<file path="config.mk">
export PLATFORM = sky130hd
export DESIGN_NAME = text_console_cell_writer
export DESIGN_NICKNAME = d
export VERILOG_FILES = /design/src/sv/tcw_pkg.sv /design/src/sv/tcw_front.sv /design/src/sv/tcw_queue.sv /design/src/sv/tcw_back.sv /design/src/sv/text_console_cell_writer.sv
export SDC_FILE = /design/constraint.sdc
export NUM_CORES = 1
export LEC_CHECK = 0
export BUFFER_PORTS_ARGS = -buffer_cell sky130_fd_sc_hd__buf_2
export CAP_MARGIN = 20
export CORE_ASPECT_RATIO = 1.75
export CORE_UTILIZATION = 55
export DETAILED_ROUTE_END_ITERATION = 8
export PLACE_DENSITY = 0.85
export SYNTH_ARGS = -nofsm -noshare
export SYNTH_HDL_FRONTEND = slang
export SYNTH_SLANG_ARGS = --single-unit
export TNS_END_PERCENT = 100
</file>
<file path="constraint.sdc">
create_clock -name clk -period 4.7 [get_ports clk]
set_clock_uncertainty 0.05 [all_clocks]
set_input_delay 0.705 -clock clk [delete_from_list [all_inputs] [get_ports clk]]
set_output_delay 0.705 -clock clk [all_outputs]
set_load 0.01 [all_outputs]
</file>
<file path="src/sv/tcw_pkg.sv">
// ----------------------------------------------------------------------------
// tcw_pkg
// Shared types and constants of the text console cell writer: character
// classes, the item that travels from the front part to the back part, and
// queue sizing.
// ----------------------------------------------------------------------------
package tcw_pkg;

  // Character codes with a meaning of their own
  localparam logic [7:0] CH_NUL       = 8'h00;
  localparam logic [7:0] CH_BACKSPACE = 8'h08;
  localparam logic [7:0] CH_TAB       = 8'h09;
  localparam logic [7:0] CH_NEWLINE   = 8'h0A;
  localparam logic [7:0] CH_SPACE     = 8'h20;

  // Cells written for one tab
  localparam int TAB_WIDTH = 4;
  localparam int TAB_STEP_W = $clog2(TAB_WIDTH);

  // Output field widths
  localparam int INDEX_W = 11;
  localparam int VALUE_W = 16;

  // Front-to-back queue
  localparam int QUEUE_DEPTH = 2;
  localparam int QUEUE_PTR_W = $clog2(QUEUE_DEPTH);
  localparam int QUEUE_CNT_W = $clog2(QUEUE_DEPTH + 1);

  // Register map
  localparam int ADDR_W = 3;
  localparam logic [0:0] REG_ATTRIBUTE = 1'b0;
  localparam logic [7:0] ATTRIBUTE_RESET = 8'h70;

  typedef enum logic [1:0] {
    KIND_PRINT     = 2'd0,
    KIND_NEWLINE   = 2'd1,
    KIND_TAB       = 2'd2,
    KIND_BACKSPACE = 2'd3
  } kind_t;

  typedef struct packed {
    kind_t      kind;
    logic [7:0] code;
  } item_t;

  // Sort a character into its class
  function automatic item_t classify(input logic [7:0] code);
    item_t it;
    it.code = code;
    case (code)
      CH_NEWLINE:   it.kind = KIND_NEWLINE;
      CH_TAB:       it.kind = KIND_TAB;
      CH_BACKSPACE: it.kind = KIND_BACKSPACE;
      default:      it.kind = KIND_PRINT;
    endcase
    return it;
  endfunction

endpackage

</file>
<file path="src/sv/tcw_front.sv">
// ----------------------------------------------------------------------------
// tcw_front
// Input stage: accepts characters, drops the zero code and registers each
// remaining character with its class for the queue.
// ----------------------------------------------------------------------------
module tcw_front import tcw_pkg::*; (
  input  logic       clk,
  input  logic       rst,
  input  logic [7:0] char_code,
  input  logic       in_valid,
  output logic       in_ready,
  output logic       item_valid,
  input  logic       item_ready,
  output item_t      item
);

  logic  held;
  item_t held_item;
  logic  take;

  // Take a new item whenever the holding register is empty or drains now
  assign in_ready   = !held || item_ready;
  assign take       = in_valid && in_ready;
  assign item_valid = held;
  assign item       = held_item;

  // Hold the classified item until the queue takes it
  always_ff @(posedge clk) begin
    if (rst) begin
      held <= 1'b0;
    end else if (take) begin
      held <= (char_code != CH_NUL);
    end else if (held && item_ready) begin
      held <= 1'b0;
    end
  end

  always_ff @(posedge clk) begin
    if (take) begin
      held_item <= classify(char_code);
    end
  end

endmodule

</file>
<file path="src/sv/tcw_queue.sv">
// ----------------------------------------------------------------------------
// tcw_queue
// Short first-in first-out queue between the front and back parts, so that
// either side can stall without holding up the other.
// ----------------------------------------------------------------------------
module tcw_queue import tcw_pkg::*; (
  input  logic  clk,
  input  logic  rst,
  input  logic  wr_valid,
  output logic  wr_ready,
  input  item_t wr_item,
  output logic  rd_valid,
  input  logic  rd_ready,
  output item_t rd_item
);

  item_t                  slots [QUEUE_DEPTH];
  logic [QUEUE_PTR_W-1:0] wr_ptr;
  logic [QUEUE_PTR_W-1:0] rd_ptr;
  logic [QUEUE_CNT_W-1:0] count;
  logic                   push;
  logic                   pop;

  assign wr_ready = (count != QUEUE_CNT_W'(QUEUE_DEPTH));
  assign rd_valid = (count != '0);
  assign rd_item  = slots[rd_ptr];
  assign push     = wr_valid && wr_ready;
  assign pop      = rd_valid && rd_ready;

  // Advance pointers and fill count
  always_ff @(posedge clk) begin
    if (rst) begin
      wr_ptr <= '0;
      rd_ptr <= '0;
      count  <= '0;
    end else begin
      if (push) begin
        wr_ptr <= (wr_ptr == QUEUE_PTR_W'(QUEUE_DEPTH - 1)) ? '0 : wr_ptr + 1'b1;
      end
      if (pop) begin
        rd_ptr <= (rd_ptr == QUEUE_PTR_W'(QUEUE_DEPTH - 1)) ? '0 : rd_ptr + 1'b1;
      end
      case ({push, pop})
        2'b10:   count <= count + 1'b1;
        2'b01:   count <= count - 1'b1;
        default: count <= count;
      endcase
    end
  end

  // Store the incoming item
  always_ff @(posedge clk) begin
    if (push) begin
      slots[wr_ptr] <= wr_item;
    end
  end

endmodule

</file>
<file path="src/sv/tcw_back.sv">
// ----------------------------------------------------------------------------
// tcw_back
// Execution stage: keeps the cursor and its column, carries out one cell
// write per cycle unless stalled (four for a tab), into an output register.
// ----------------------------------------------------------------------------
module tcw_back import tcw_pkg::*; #(
  parameter int COLUMNS    = 80,
  parameter int CELL_COUNT = 2000
) (
  input  logic               clk,
  input  logic               rst,
  input  logic [7:0]         attribute,
  input  logic               item_valid,
  output logic               item_ready,
  input  item_t              item,
  output logic [INDEX_W-1:0] cell_index,
  output logic [VALUE_W-1:0] cell_value,
  output logic               last_write,
  output logic               out_valid,
  input  logic               out_ready
);

  localparam int CW  = $clog2(CELL_COUNT + COLUMNS);
  localparam int CLW = $clog2(COLUMNS);

  logic [CW-1:0]         cursor;
  logic [CLW-1:0]        col;
  logic [TAB_STEP_W-1:0] tab_step;

  logic                  can_step;
  logic [CW-1:0]         pb_cur;
  logic [CLW-1:0]        pb_col;
  logic [CLW-1:0]        col_inc;
  logic [CLW-1:0]        col_dec;
  logic [CW-1:0]         cursor_next;
  logic [CLW-1:0]        col_next;
  logic                  emit;
  logic [CW-1:0]         emit_index;
  logic [7:0]            emit_char;
  logic                  emit_last;
  logic                  done;
  logic [CW+INDEX_W-1:0] index_wide;

  assign can_step   = item_valid && (!out_valid || out_ready);
  assign item_ready = can_step && done;

  // Pull a cursor at the end of the screen back one row, saturating at zero
  always_comb begin
    pb_cur = cursor;
    pb_col = col;
    if (cursor >= CW'(CELL_COUNT)) begin
      if (cursor >= CW'(COLUMNS)) begin
        pb_cur = cursor - CW'(COLUMNS);
      end else begin
        pb_cur = '0;
        pb_col = '0;
      end
    end
  end

  assign col_inc = (pb_col == CLW'(COLUMNS - 1)) ? '0 : pb_col + 1'b1;
  assign col_dec = (pb_col == '0) ? CLW'(COLUMNS - 1) : pb_col - 1'b1;

  // Work out one step of the current item
  always_comb begin
    cursor_next = pb_cur;
    col_next    = pb_col;
    emit        = 1'b0;
    emit_index  = pb_cur;
    emit_char   = CH_SPACE;
    emit_last   = 1'b1;
    done        = 1'b1;
    case (item.kind)
      KIND_NEWLINE: begin
        cursor_next = pb_cur + CW'(COLUMNS) - CW'(pb_col);
        col_next    = '0;
      end
      KIND_TAB: begin
        emit        = 1'b1;
        emit_last   = (tab_step == TAB_STEP_W'(TAB_WIDTH - 1));
        done        = emit_last;
        cursor_next = pb_cur + 1'b1;
        col_next    = col_inc;
      end
      KIND_BACKSPACE: begin
        if (pb_cur != '0) begin
          emit        = 1'b1;
          emit_index  = pb_cur - 1'b1;
          cursor_next = pb_cur - 1'b1;
          col_next    = col_dec;
        end
      end
      default: begin
        emit        = 1'b1;
        emit_char   = item.code;
        cursor_next = pb_cur + 1'b1;
        col_next    = col_inc;
      end
    endcase
  end

  assign index_wide = {{INDEX_W{1'b0}}, emit_index};

  // Advance cursor and step count, load the output register
  always_ff @(posedge clk) begin
    if (rst) begin
      cursor    <= '0;
      col       <= '0;
      tab_step  <= '0;
      out_valid <= 1'b0;
    end else begin
      if (can_step && emit) begin
        out_valid <= 1'b1;
      end else if (out_valid && out_ready) begin
        out_valid <= 1'b0;
      end
      if (can_step) begin
        cursor   <= cursor_next;
        col      <= col_next;
        tab_step <= done ? '0 : tab_step + 1'b1;
      end
    end
  end

  // Hold the write payload until it is taken
  always_ff @(posedge clk) begin
    if (can_step && emit) begin
      cell_index <= index_wide[INDEX_W-1:0];
      cell_value <= {attribute, emit_char};
      last_write <= emit_last;
    end
  end

endmodule

</file>
<file path="src/sv/text_console_cell_writer.sv">
// ----------------------------------------------------------------------------
// text_console_cell_writer
// Teletype over a text screen: turns characters into screen cell writes.
// ----------------------------------------------------------------------------
// Usage:
//   Characters enter on char_code with in_valid/in_ready; cell writes leave
//   on cell_index/cell_value/last_write with out_valid/out_ready. The colour
//   attribute is written over the APB port at byte address 0 (reset 0x70).
//   A newline gives no write, nor does a backspace at cell zero; code
//   zero is dropped. A tab gives four writes of a space; last_write marks
//   the final write of each character.
// Path and throughput:
//   The first write of a character passes the front register, the queue
//   and the output register. The back part issues one cell write per
//   cycle from its single output register while out_ready does not stall
//   it; a tab is carried out as four writes.
// Reset and stalls:
//   rst clears the cursor to cell zero, empties the queue and restores the
//   attribute. While out_ready is low the write is held, the back part stops
//   and the two-entry queue and front register fill before in_ready drops.
// ----------------------------------------------------------------------------
module text_console_cell_writer import tcw_pkg::*; #(
  parameter int COLUMNS    = 80,
  parameter int CELL_COUNT = 2000
) (
  input  logic               clk,
  input  logic               rst,
  input  logic [7:0]         char_code,
  input  logic               in_valid,
  output logic               in_ready,
  output logic [INDEX_W-1:0] cell_index,
  output logic [VALUE_W-1:0] cell_value,
  output logic               last_write,
  output logic               out_valid,
  input  logic               out_ready,
  input  logic               psel,
  input  logic               penable,
  input  logic               pwrite,
  input  logic [ADDR_W-1:0]  paddr,
  input  logic [31:0]        pwdata,
  output logic [31:0]        prdata,
  output logic               pready
);

  logic [7:0] attribute;
  logic       front_valid;
  logic       front_ready;
  item_t      front_item;
  logic       queue_valid;
  logic       queue_ready;
  item_t      queue_item;

  // Register port
  assign pready = 1'b1;
  assign prdata = (paddr[ADDR_W-1:2] == REG_ATTRIBUTE) ? {24'b0, attribute} : 32'b0;

  always_ff @(posedge clk) begin
    if (rst) begin
      attribute <= ATTRIBUTE_RESET;
    end else if (psel && penable && pwrite && pready
                 && (paddr[ADDR_W-1:2] == REG_ATTRIBUTE)) begin
      attribute <= pwdata[7:0];
    end
  end

  tcw_front u_front (
    .clk        (clk),
    .rst        (rst),
    .char_code  (char_code),
    .in_valid   (in_valid),
    .in_ready   (in_ready),
    .item_valid (front_valid),
    .item_ready (front_ready),
    .item       (front_item)
  );

  tcw_queue u_queue (
    .clk      (clk),
    .rst      (rst),
    .wr_valid (front_valid),
    .wr_ready (front_ready),
    .wr_item  (front_item),
    .rd_valid (queue_valid),
    .rd_ready (queue_ready),
    .rd_item  (queue_item)
  );

  tcw_back #(
    .COLUMNS    (COLUMNS),
    .CELL_COUNT (CELL_COUNT)
  ) u_back (
    .clk        (clk),
    .rst        (rst),
    .attribute  (attribute),
    .item_valid (queue_valid),
    .item_ready (queue_ready),
    .item       (queue_item),
    .cell_index (cell_index),
    .cell_value (cell_value),
    .last_write (last_write),
    .out_valid  (out_valid),
    .out_ready  (out_ready)
  );

endmodule

</file>
# Yosys cells after proc, flatten, opt, wreduce, memory -nomap -nowiden
# Memories as Yosys holds them, arrays and structs flattened. A register that Yosys moved wholly into a read port is not among the register bits.
# Cells that the tools add are included.
[word_totals]
memories = 1
word_cells = 92
ram_bits = 20
in_bits = 50
output_inout_bits = 63
regBits = 73
[mem_list]
columns = ["memory", "words", "width", "rd", "rd_clocked_by_memory_dff", "wr", "line", "rtl"]
rows = [
  ["u_queue.slots", 2, 10, 1, 1, 1, "tcw_queue.sv:17", "item_t slots [QUEUE_DEPTH];"],
]
[op_classes]
mux = 28
addsub = 12
n_reduce_logical = 22
n_eq_ne = 11
magnitude_cmp = 2
n_bitwise = 1
[ops]
columns = ["operator", "count"]
rows = [
  ["12-bit two-way mux", 3],
  ["7-bit two-way mux", 5],
  ["8-bit by 4-bit == test with 1-bit output, second input constant", 3],
  ["12-bit one-hot mux with 2 select lines", 1],
  ["7-bit one-hot mux with 2 select lines", 1],
  ["12-bit by 1-bit adder with 12-bit output, second input constant", 1],
  ["12-bit by 7-bit adder with 12-bit output, second input constant", 1],
  ["12-bit by 11-bit greater-or-equal comparator with 1-bit output, second input constant", 1],
  ["12-bit by 7-bit greater-or-equal comparator with 1-bit output, second input constant", 1],
  ["1-bit two-way mux", 12],
  ["12-bit nonzero test", 1],
  ["12-bit by 1-bit subtractor with 12-bit output, second input constant", 1],
  ["12-bit by 7-bit subtractor with 12-bit output", 1],
  ["12-bit by 7-bit subtractor with 12-bit output, second input constant", 1],
  ["11-bit two-way mux", 1],
  ["1-bit logical AND", 10],
  ["2-bit == test, second input constant", 4],
  ["8-bit two-way mux", 1],
  ["2-bit nonzero test", 4],
  ["8-bit nonzero test", 1],
  ["7-bit by 1-bit adder with 7-bit output, second input constant", 1],
  ["7-bit == test, second input constant", 1],
  ["7-bit zero test", 1],
  ["7-bit by 1-bit subtractor with 7-bit output, second input constant", 1],
  ["other kinds (13)", 18],
]

# Longest topological paths before layout
[logic_depth]
word_depth = 8
ltp_mapped = 16
mapped_depth_nobuf = 15

# By module
# A second synthesis with hierarchy kept.
[hier_totals]
cells_unflattened = 609
area_unflattened_um2 = 5850.6
[modules_own_cells]
columns = ["mod", "area_each_um2", "instances", "cells_per_inst"]
rows = [
  ["tcw_back", 3908.7, 1, 462],
  ["tcw_queue", 940.9, 1, 55],
  ["text_console_cell_writer", 615.6, 1, 70],
  ["tcw_front", 385.4, 1, 22],
]

# Least setup slack after synthesis
# OpenSTA, ideal clock, no wires.
[synth_timing]
path_kind = "reg2reg"
start = "register u_back.cursor[4]"
end = "register u_back.cell_index[0], enable pin"
path_stages_with_launch = 15
path_buffers = 1
setup_ns = 0.379
arrival_time_ns = 3.574
setup_slack_ns = 0.697
cell_sequence = "dfxtp_1 clkbuf_1 inv_1 ha_1 nand2b_1 nand3b_1 xor2_1 ha_1 nor4bb_1 nand4_1 nor4b_4 or3_1 o21ai_0 nand2_1 inv_1"
[synth_via]
elab_chain_len = 7
word_cells_on_any_way = 9
[synth_lines]
columns = ["element", "line", "rtl"]
rows = [
  ["start: declaration", "tcw_back.sv:26", "logic [CW-1:0] cursor;"],
  ["start signal: assignment", "tcw_back.sv:118", "cursor <= cursor_next;"],
  ["12-bit by 7-bit subtractor with 12-bit output / 12-bit by 7-bit greater-or-equal comparator with 1-bit output (equally long branches)", "tcw_back.sv:53, tcw_back.sv:52", ""],
  ["12-bit two-way mux", "tcw_back.sv:52", "if (cursor >= CW'(COLUMNS)) begin"],
  ["12-bit two-way mux *", "tcw_back.sv:51", "if (cursor >= CW'(CELL_COUNT)) begin"],
  ["12-bit nonzero test *", "tcw_back.sv:86", "if (pb_cur != '0) begin"],
  ["1-bit two-way mux *", "tcw_back.sv:86", ""],
  ["1-bit one-hot mux with 2 select lines *", "tcw_back.sv:73", "case (item.kind)"],
  ["1-bit logical AND *", "tcw_back.sv:127", "if (can_step && emit) begin"],
  ["end signal: assignment", "tcw_back.sv:128", "cell_index <= index_wide[INDEX_W-1:0];"],
  ["end: declaration", "tcw_back.sv:16", "output logic [INDEX_W-1:0] cell_index,"],
]
# Mark *: on every way between the ends. The rest lies on a longest branch, timed or not.
# A chain may end at the register's enable or synchronous reset.

# Final worst setup path
[layout_timing]
start = "register u_back.cursor[4]"
end = "register u_back.col[4]"
[layout_via]
elab_chain_len = 7
word_cells_on_any_way = 16
[layout_lines]
columns = ["element", "line", "rtl"]
rows = [
  ["12-bit by 7-bit greater-or-equal comparator with 1-bit output", "tcw_back.sv:52", ""],
  ["7-bit two-way mux", "tcw_back.sv:52", ""],
  ["7-bit two-way mux", "tcw_back.sv:51", ""],
  ["7-bit by 1-bit subtractor with 7-bit output / 7-bit zero test (equally long branches)", "tcw_back.sv:62", "assign col_dec = (pb_col == '0) ? CLW'(COLUMNS - 1) : pb_col - 1'b1;"],
  ["7-bit two-way mux", "tcw_back.sv:62", ""],
  ["7-bit two-way mux", "tcw_back.sv:86", ""],
  ["7-bit one-hot mux with 2 select lines *", "tcw_back.sv:73", ""],
  ["end signal: assignment", "tcw_back.sv:119", "col <= col_next;"],
  ["end: declaration", "tcw_back.sv:27", "logic [CLW-1:0] col;"],
]
# Marked as above.

==> run_results.csv <==
group,metric,value,unit
status,status,"complete, no violations",
sta,fin_ws,0.339,ns
clock_tree,cts_inserted_buffers,9,
place,io_buffers,61,
critical_path,critical_path_buf_inv_count,1,
sta,worstMarginPinSlew,1.13,ns
critical_path,critPathMaxFanout,12,
critical_path,required,4.92,ns
finish,fin_nets,714,
sta,fin_crit_sh,0.928,
critical_path,rr_worst_depth,13,
sta,hold_violations,0,
grt,grt_use_total,0.270,
finish,fin_area,0.00625,sq mm
hold_path,hold_path_depth,0,
synthesis,seq_area_frac_synth,0.436,
synthesis,yosysWarnings,0,
power,powerDensity,734,mW/mm^2
clock_tree,cts.htree.levels,3,
synthesis,yosys-top-cells-count,"edfxtp_1 (58), nor2_1 (49), nand2_1 (45)",
clock_tree,root_buffer,"clkbuf_16",
critical_path,end_kind,"flop",
floorplan,row_count,48,
clock_tree,cts_sinks,94,
drt,viasPerCell,6.18,
drt,vias,4731,
clock_tree,tritoncts,"yes",
synthesis,synthArstFlopShare,0,
drt,drt-total-wl,14000,microns
grt,grt_pass1_wl,22200,microns
critical_path,arrival,4.58,ns
place,dp_slack,0.464,ns
power,ir_worst_vdd,0.629,mV
critical_path,max_stage_delay,0.60,ns
floorplan,dieHeight,136,microns
synthesis,syn-cell-area,0.00565,sq mm
critical_path,cp_num_cells,13,
synthesis,netlist_top_cells_area,"edfxtp_1 (31%), dfxtp_1 (13%), ha_1 (6.0%)",
synthesis,avgSynthCellArea,9.61,sq um
sta,setup_viol,0,
synthesis,yosys.area.top_type_share,0.308,
critical_path,crit_slowest_cell,"dfxtp_1",
synthesis,synth_edf_count,58,
sta,drv_slew,0,
place,dpl-instance-area,0.00596,sq mm
clock_tree,clk_pin_slew,0.07,ns
synthesis,synth.most_common_cell,"edfxtp_1",
hold_path,hp-class,"reg -> reg",
place,place_congestion,0.923,
synthesis,synth_flop_cell,"edfxtp_1",
floorplan,start_util,0.570,
finish,n_antenna_cell,0,
drt,firstDrtPassIters,5,
sta,rsz0062_at_grt,"no",
critical_path,cp_common_cell,"ha_1",
drt,first_iter_violations,507,
synthesis,yosysUniqueCellTypes,76,
power,power_leakage,2.41,nW
finish,final_util,0.631,
sta,fmax,229,MHz
sta,max-slew-margin-rel,0.238,
synthesis,yosys.area.top_type,"edfxtp_1",
grt,grt_pass1_vias,4708,
finish,fill_cells,783,
floorplan,die-area,0.0107,sq mm
critical_path,path_cells,"inv_1, ha_1, nand2b_1, nand3b_1, xor2_1, ha_1, nor4bb_1, nand4_1, nor4_1, or2_2, nor2_1, a2111o_1, a31oi_1",
drt,drc_errors,0,
critical_path,critPathTopFamily,"simple AND/OR/NAND/NOR gates",
grt,antenna_found_initial,0,
floorplan,die_w,78.6,microns
finish,syn_to_final_growth,10.7,%
floorplan,num_io_pins,113,
synthesis,syn_inst,588,
drt,ant_nets,0,
clock_tree,cts_resized,0,
clock_tree,clk_latency,0.35,ns
clock_tree,post-cts-setup-buffer-count,0,
grt,grt_max_degree,28,
synthesis,ys_ff_latch,94,
critical_path,critPathKind,"reg -> reg",
critical_path,start_kind,"flop",
finish,drive_gt1_frac,0.159,
grt,overflow,0,
sta,fin_setup_tns,0,ns
drt,wl_per_cell,18.2,microns
clock_tree,clockBufferDepth,2,
sta,period_minus_slack,4.36,ns
floorplan,coreArea,0.00991,sq mm
clock_tree,cts_hold_buf,0,
run,cap_viol_max_count,0,
place,dp_hpwl,9900,microns
-- registers in the layout, indices dropped and copies added, names as in the netlist, named ones only --
name / cells
u_queue.slots: 20
u_back.cell_value: 16
u_back.cursor: 12
u_back.cell_index: 11
u_front.item: 10
attribute: 8
u_back.col: 7
u_back.tab_step: 2
u_queue.count: 2
u_back.last_write: 1
u_back.out_valid: 1
u_front.item_valid: 1
u_queue.rd_ptr: 1
u_queue.wr_ptr: 1
-- final cells by class --
type | count | area (sq um) | area share
sequential | 94 | 2460 | 0.394
timing repair buffer | 69 | 378 | 0.0604
clock buffer | 9 | 225 | 0.0360
multi-input combinational | 434 | 2860 | 0.457
clock inverter | 7 | 66.3 | 0.0106
tap | 125 | 156 | 0.0250
inverter | 28 | 105 | 0.0168
-- cell families (layout without fill, tap and decap cells) --
| group | after synthesis | in the layout | share of synthesized area |
|---|---|---|---|
| and+or+nand+nor | 191 | 191 | 0.177 |
| AOI/OAI and AO/OA | 140 | 140 | 0.167 |
| DFF | 94 | 94 | 0.436 |
| buffers and inverters | 83 | 113 | 0.0744 |
| xor gates and xnor gates | 35 | 35 | 0.0543 |
| adders and majority gates | 28 | 28 | 0.0633 |
| muxes | 15 | 15 | 0.0275 |
| other | 2 | 25 | 0.00133 |
-- worst register-to-register path: stages, from the launching register on --
cell	delay, ns
dfxtp_1	0.60
inv_1	0.17
ha_1	0.30
nand2b_1	0.24
nand3b_1	0.16
xor2_1	0.24
ha_1	0.26
nor4bb_1	0.40
nand4_1	0.29
nor4_1	0.47
or2_2	0.35
nor2_1	0.18
a2111o_1	0.40
a31oi_1	0.17
-- path summary, 6_finish.rpt --
path | endpoint | startpoint | slack, ns
setup / recovery | u_back.col[4] | u_back.cursor[4] | 0.34
hold / removal | u_back.cell_value[14] | attribute[6] | 0.40
setup reg to reg | u_back.col[4] | u_back.cursor[4] | 0.34
hold reg to reg | u_back.cell_value[14] | attribute[6] | 0.40
-- routing by layer --
| layer | vias to the layer above | global-route usage | wire length, microns |
|---|---|---|---|
| met4 | 0 | 0.201 | 742 |
| met1 | 2206 | 0.271 | 4840 |
| met2 | 264 | 0.494 | 7570 |
| met3 | 72 | 0.0396 | 813 |
| li1 | 2189 | - | - |
| met5 | - | 0 | 0 |
-- stage by stage --
| stage | power, mW | hold WS (ns) | instances |
|---|---|---|---|
| 3_5_place_dp | 3.79 | 0.385 | 750 |
| 6_report | 4.59 | 0.400 | 766 |
| 4_1_cts | 4.52 | 0.399 | 766 |
| 5_1_grt | 4.87 | 0.419 | 766 |
| 3_3_place_gp | 3.68 | 0.373 | 750 |
| 2_1_floorplan | 3.15 | 0.371 | 611 |
-- cells in the final DEF (no fill, tap or decap), types with 4 or more instances in the layout --
| master | n |
|---|---|
| clkbuf_16 | 9 |
| o211ai_1 | 4 |
| o41ai_1 | 4 |
| nor2b_1 | 13 |
| or3_1 | 10 |
| nor2_1 | 49 |
| mux2i_1 | 10 |
| nor4_1 | 8 |
| nor3b_1 | 5 |
| o21a_1 | 4 |
| nand3b_1 | 5 |
| mux2_2 | 4 |
| o21ai_0 | 32 |
| buf_4 | 7 |
| nand4_1 | 5 |
| nand3_1 | 16 |
| and3_1 | 5 |
| inv_1 | 27 |
| buf_2 | 61 |
| edfxtp_1 | 58 |
| dfxtp_1 | 36 |
| nor3_1 | 10 |
| nand2_1 | 45 |
| ha_1 | 27 |
| xnor2_1 | 27 |
| nand2b_1 | 5 |
| conb_1 | 25 |
| a31oi_1 | 9 |
| xor2_1 | 8 |
| a21oi_1 | 36 |
-- power breakdown --
| group | switching (mW) | total, mW | internal, mW |
|---|---|---|---|
| combinational | 1.56 | 2.56 | 0.994 |
| clock | 0.336 | 0.706 | 0.371 |
| sequential | 0.193 | 1.33 | 1.14 |
No activity file was read; power rests on OpenSTA's default activity.
